<file path="src/hw/rtl/rvp_pkg.sv">
package rvp_pkg;

	localparam int SAMPLE_W = 16;
	localparam int CELLS = 16;
	localparam logic [31:0] Q30_ONE = 32'h4000_0000;

	typedef struct packed {
		logic vld;
		logic mode;
		logic signed [15:0] a;
		logic signed [15:0] b;
		logic signed [15:0] z;
		logic neg_x;
		logic neg_y;
		logic [31:0] den;
		logic [31:0] rem_x;
		logic [31:0] rem_y;
		logic [15:0] lo_x;
		logic [15:0] lo_y;
		logic [31:0] sq_v;
		logic [17:0] sq_rem;
		logic [15:0] sq_root;
	} cell_t;

	// low SAMPLE_W bits of the word to Q1.15
	function automatic logic signed [15:0] to_q15(input logic [15:0] w);
		logic [15:0] r;
		r = w << (16 - SAMPLE_W);
		return $signed({~r[15], r[14:0]});
	endfunction

	function automatic logic signed [15:0] sat_q15(input logic neg, input logic [16:0] q);
		logic [16:0] n;
		n = (~q) + 17'd1;
		if (!neg) begin
			return (q >= 17'd32767) ? 16'sh7fff : $signed(q[15:0]);
		end
		return (q >= 17'd32768) ? 16'sh8000 : $signed(n[15:0]);
	endfunction

endpackage

</file>
<file path="src/hw/rtl/rvp_cell.sv">
module rvp_cell (
	input  logic           clk,
	input  logic           arst_n,
	input  logic           en,
	input  rvp_pkg::cell_t d,
	output rvp_pkg::cell_t q
);
	import rvp_pkg::*;

	cell_t nx;
	cell_t data_q;
	logic vld_q;
	logic [32:0] rx, ry;
	logic [19:0] sr, st;

	always_comb begin
		nx = d;
		rx = {d.rem_x, d.lo_x[15]};
		ry = {d.rem_y, d.lo_y[15]};
		if (rx >= {1'b0, d.den}) begin
			nx.rem_x = 32'(rx - {1'b0, d.den});
			nx.lo_x = {d.lo_x[14:0], 1'b1};
		end else begin
			nx.rem_x = rx[31:0];
			nx.lo_x = {d.lo_x[14:0], 1'b0};
		end
		if (ry >= {1'b0, d.den}) begin
			nx.rem_y = 32'(ry - {1'b0, d.den});
			nx.lo_y = {d.lo_y[14:0], 1'b1};
		end else begin
			nx.rem_y = ry[31:0];
			nx.lo_y = {d.lo_y[14:0], 1'b0};
		end
		sr = {d.sq_rem, d.sq_v[31:30]};
		st = {2'b00, d.sq_root, 2'b01};
		nx.sq_v = {d.sq_v[29:0], 2'b00};
		if (sr >= st) begin
			nx.sq_rem = 18'(sr - st);
			nx.sq_root = {d.sq_root[14:0], 1'b1};
		end else begin
			nx.sq_rem = sr[17:0];
			nx.sq_root = {d.sq_root[14:0], 1'b0};
		end
	end

	always_ff @(posedge clk or negedge arst_n) begin
		if (!arst_n) begin
			vld_q <= 1'b0;
		end else if (en) begin
			vld_q <= d.vld;
		end
	end

	always_ff @(posedge clk) begin
		if (en) begin
			data_q <= nx;
		end
	end

	always_comb begin
		q = data_q;
		q.vld = vld_q;
	end

endmodule

</file>
<file path="config.mk">
export PLATFORM = sky130hd
export DESIGN_NAME = rvp_cell
export DESIGN_NICKNAME = d
export VERILOG_FILES = /design/src/hw/rtl/rvp_pkg.sv /design/src/hw/rtl/rvp_cell.sv
export SDC_FILE = /design/constraint.sdc
export NUM_CORES = 1
export LEC_CHECK = 0
export ABC_CLOCK_PERIOD_IN_PS = 1890
export BUFFER_PORTS_ARGS = -buffer_cell sky130_fd_sc_hd__buf_2
export CAP_MARGIN = 20
export CORE_MARGIN = 2
export CORE_UTILIZATION = 35
export DETAILED_ROUTE_END_ITERATION = 10
export PLACE_DENSITY = 0.59
export RECOVER_POWER = 50
export SKIP_CTS_REPAIR_TIMING = 1
export SLEW_MARGIN = 15
export SYNTH_ARGS = -nofsm -noshare
export SYNTH_HDL_FRONTEND = slang
export SYNTH_SLANG_ARGS = --single-unit
</file>
<file path="constraint.sdc">
create_clock -name clk -period 1.89 [get_ports clk]
set_clock_uncertainty 0.2 [all_clocks]
set_input_delay 0.189 -clock clk [delete_from_list [all_inputs] [get_ports clk]]
set_output_delay 0.189 -clock clk [all_outputs]
set_load 0.02 [all_outputs]
</file>
* Yosys cells after proc, flatten, opt, wreduce, memory -nomap -nowiden
Index checks and enable logic that the tools add are counted.
** Word-level totals
- Flip-flop bits (word level) :: 244
- Latch bits :: 0
- Memories kept :: 0
- ROM bits :: 0
- Word-level logic and storage cells :: 26
- Bits in writable memories :: 0
- Input port bits :: 249
** Cells by class
- Reduce and logical (&&, ||, !) cells :: 0
- Add/sub/neg operators :: 3
- $mul :: 0
- Bitwise gates (word level) :: 0
- Muxes and demuxes :: 5
- Order comparisons :: 3
- Eq/ne operators :: 0
- Div/mod/pow operators :: 0
- Shift operators :: 0
** Operators with widths (number)
- $ge 33x32->1 :: 2
- $mux 32 :: 2
- $sub 32x32->32 :: 2
- $mux 34 :: 1
- $ge 20x18->1 :: 1
- $sub 18x18->18 :: 1
- $mux 1 :: 2

* Logic depth before layout (Yosys ltp)
- Depth in word-level cells :: 2
- Gate-level depth with buffers :: 15
- Mapped depth without buffers :: 12

* Least setup slack after synthesis
Ideal clock, no wire load.
- Path type :: input to register
- Start :: input d[0] in the netlist's numbering
- End :: register data_q, in the netlist q[25], data pin
- Setup time :: 260 ps
- Path buffers :: 1
- Data arrival time :: 2598 ps
- Stages on the path :: 12
- Path slack :: -1169 ps
- Cells stage by stage :: inv_1 ha_1 nand2b_1 a21oi_1 o21ai_1 a21oi_2 a221o_2 a41oi_2 nor2_2 o41ai_4 buf_6 mux2_4
** RTL lines
- start, declared :: line rvp_cell.sv:5 : input rvp_pkg::cell_t d,
- end signal, assigned :: line rvp_cell.sv:56 : data_q <= nx;
- end, declared :: line rvp_cell.sv:11 : cell_t data_q;

==> flow_metrics.env <==
export IMPL_yosys_warnings=0
export IMPL_leakagePower_nw=10.5
export IMPL_fillCellCount=2899
export IMPL_critPathKind="in -> reg"
export IMPL_core_area_mm2=0.0364
export IMPL_rsz0062_at_grt="true"
export IMPL_io_buffers=492
export IMPL_synth_distinct_cells=74
export IMPL_cpPeakStageDelay_ns=0.55
export IMPL_layout_setup_ws_ns=-0.653
export IMPL_violations="negative hold slack, negative setup slack"
export IMPL_grt_pass1_vias=11600
export IMPL_slew_violations=0
export IMPL_drv_cap=0
export IMPL_avgSynthCellArea_um2=12.3
export IMPL_boundaryPins=495
export IMPL_die_h_um=196
export IMPL_end_kind="flop"
export IMPL_vias_per_cell=4.93
export IMPL_path_buf_inv=3
export IMPL_cp_top_family="simple AND/OR/NAND/NOR gates"
export IMPL_drt_iter0_markers=580
export IMPL_status="finished with violations"
export IMPL_cts_max_level=1
export IMPL_drive_gt1_share_pct=51.3
export IMPL_final_cells=2618
export IMPL_layout_common_cells="buf_2 (483), buf_4 (301), dlygate4sd3_1 (247), edfxtp_1 (243), a21oi_1 (64)"
export IMPL_drc=0
export IMPL_path_clk_slew_ns=0.07
export IMPL_synth_ff_type="edfxtp_1"
export IMPL_nNetsFinal=2450
export IMPL_grt_max_degree=66
export IMPL_start_util_pct=35.4
export IMPL_crit_arrival_ns=2.67
export IMPL_wl_per_cell_um=20.1
export IMPL_clock_fmax_ghz=0.393
export IMPL_synth_edff_count=243
export IMPL_root_buffer="clkbuf_16"
export IMPL_pre_cts_slack_ns=-1.39
export IMPL_hold_end="q[103]"
export IMPL_async_reset_ff_share_pct=0.410
export IMPL_first_pass_iters=6
export IMPL_finalPower_w=0.0187
export IMPL_required_ns=2.01
export IMPL_syn2layout_area_growth_pct=80.4
export IMPL_grt_antenna_before_repair=15
export IMPL_hold_path_class="in -> reg"
export IMPL_r2r_cells=1
export IMPL_grtUsageTotal_pct=23.7
export IMPL_powerDensity_mw_per_mm2=801
export IMPL_synth_cells=1054
export IMPL_fin_crit_ns=2.54
export IMPL_min_path_cells=3
export IMPL_wirelength_mm=52.5
export IMPL_grt_pass1_wl_mm=68.0
export IMPL_start_kind="input pin"
export IMPL_rows=70
export IMPL_hpwlAfterDp_mm=38.7
export IMPL_hold_viol=1
export IMPL_r2r_end="vld_q"
export IMPL_min_delay_start="d[102]"
export IMPL_hold_slack_ns=-0.192
export IMPL_rr_startpoint="vld_q"
export IMPL_ys_ff_latch=244
export IMPL_crit_chain="buf_8 > clkinvlp_4 > ha_4 > and4_4 > nand3_4 > or4_4 > o21ai_2 > a211oi_2 > a21oi_4 > buf_4 > mux2_4 > a31oi_1 > o211ai_1"
export IMPL_finalCritPeriodShare_pct=135
export IMPL_die_w_um=196
export IMPL_clk_latency_ns=0.58
export IMPL_worst_path_max_delay_cell="or4_4"
export IMPL_cts_tree="done"
export IMPL_postRouteAntennaNets=0
export IMPL_overflow=0
export IMPL_cp_max_fo=4
export IMPL_setup_viol=84
export IMPL_synth_area_mm2=0.0129
export IMPL_cts_sinks=244
export IMPL_cts_buffer_depth=3
export IMPL_finalWeightedCongestion=0.941
export IMPL_die_area_mm2=0.0384
export IMPL_layout_commonest_cell="buf_2"
export IMPL_ir_worst_vdd_uv=575
export IMPL_placed_cells=2282
export IMPL_via_count=12900
export IMPL_cts_buffers=28
export IMPL_ff2ff_setup_slack_ns=0.93
export IMPL_ys_seq_area_share_pct=56.7
-- how the worst max path moves through the flow --
stage | depth (start not counted) | startpoint | slack, ns | endpoint
finish | 13 | d[174] | -0.65 | q[160]
global route | 13 | d[174] | -0.70 | q[160]
CTS | 12 | d[163] | -0.79 | q[157]
detailed placement | 12 | d[163] | -1.39 | q[157]
global placement | 12 | d[163] | -1.36 | q[157]
floorplan | 11 | d[18] | -1.07 | q[25]
-- layout make-up --
class | instances | area [um2] | share of cell area (%)
diodes | 12 | 30.0 | 0.129
clock inverters | 22 | 254 | 1.09
clock buffers | 29 | 704 | 3.02
multi-input cells | 702 | 6330 | 27.2
flip-flops and latches | 244 | 7320 | 31.4
well taps | 468 | 586 | 2.51
repair buffers | 1068 | 7750 | 33.3
inverters | 73 | 313 | 1.34
-- flip-flops by register name (all words and copies together), names as in the netlist --
name / cells
vld_q: 1
q: 243
-- metal layers --
layer  up-vias  share of wire, %  GRT usage (%)
li1       6085                 -              -
met1      6243                41           29.2
met2       467                48           39.1
met3       116               7.0           6.84
met4         6               4.2           9.68
met5         -             0.072              0
-- cell families after synthesis --
group | synth area share (%)
muxes | 4.87
AOI/OAI and AO/OA | 14.1
other | 0.0290
adders and majority gates | 8.25
buffers and inverters | 3.55
xor gates and xnor gates | 4.54
DFF | 56.7
and+or+nand+nor | 7.92
-- power breakdown --
part	internal [W]	switching, W
registers	0.00668	0.000186
clock network	0.00328	0.00242
logic	0.00299	0.00311
total	0.0129	0.00571
-- synthesized netlist by cell type (4+ instances only) --
master      n  area share, %
mux2i_1     4           0.31
or4_1       4           0.23
nor4_1      4           0.19
o211a_1     4           0.31
nor2_1     73            2.1
edfxtp_1  243             57
nor3_1      9           0.35
buf_4       8           0.47
a31oi_1    12           0.58
nand2b_1    5           0.24
inv_1      72            2.1
o21ai_0    37            1.4
nor2b_1    10           0.48
buf_2       9           0.35
mux2_2     43            3.7
nand2_1    51            1.5
mux2_4      7           0.81
xnor2_1    45            3.1
nand4_1    17           0.82
ha_1       82            7.9
and3_1      6           0.29
nand3_1    17           0.66
o21bai_1   11           0.64
o21a_1     15           0.87
or2_2       4           0.19
a211oi_1    7           0.41
a21oi_1   103            4.0
xor2_1     22            1.5
clkbuf_1   17           0.49
a21o_1     54            3.1
-- metrics by stage --
step | instance area (um2) | TNS [ns] | hold WS (ns) | utilization, %
finish | 23300 | -41.50 | -0.192 | 63.9
global route | 23300 | -46.13 | -0.178 | 63.9
floorplan | 13800 | -72.05 | -0.307 | -
CTS | 19900 | -51.09 | -0.842 | 54.5
detailed placement | 18900 | -102.57 | -0.218 | 51.9
global placement | 18900 | -98.91 | -0.214 | 51.9
-- worst min-delay path, stage by stage --
cell and delay (ns):
buf_2 0.13, nor2_1 0.07, a21oi_2 0.09
(Power assumes the default switching activity.)
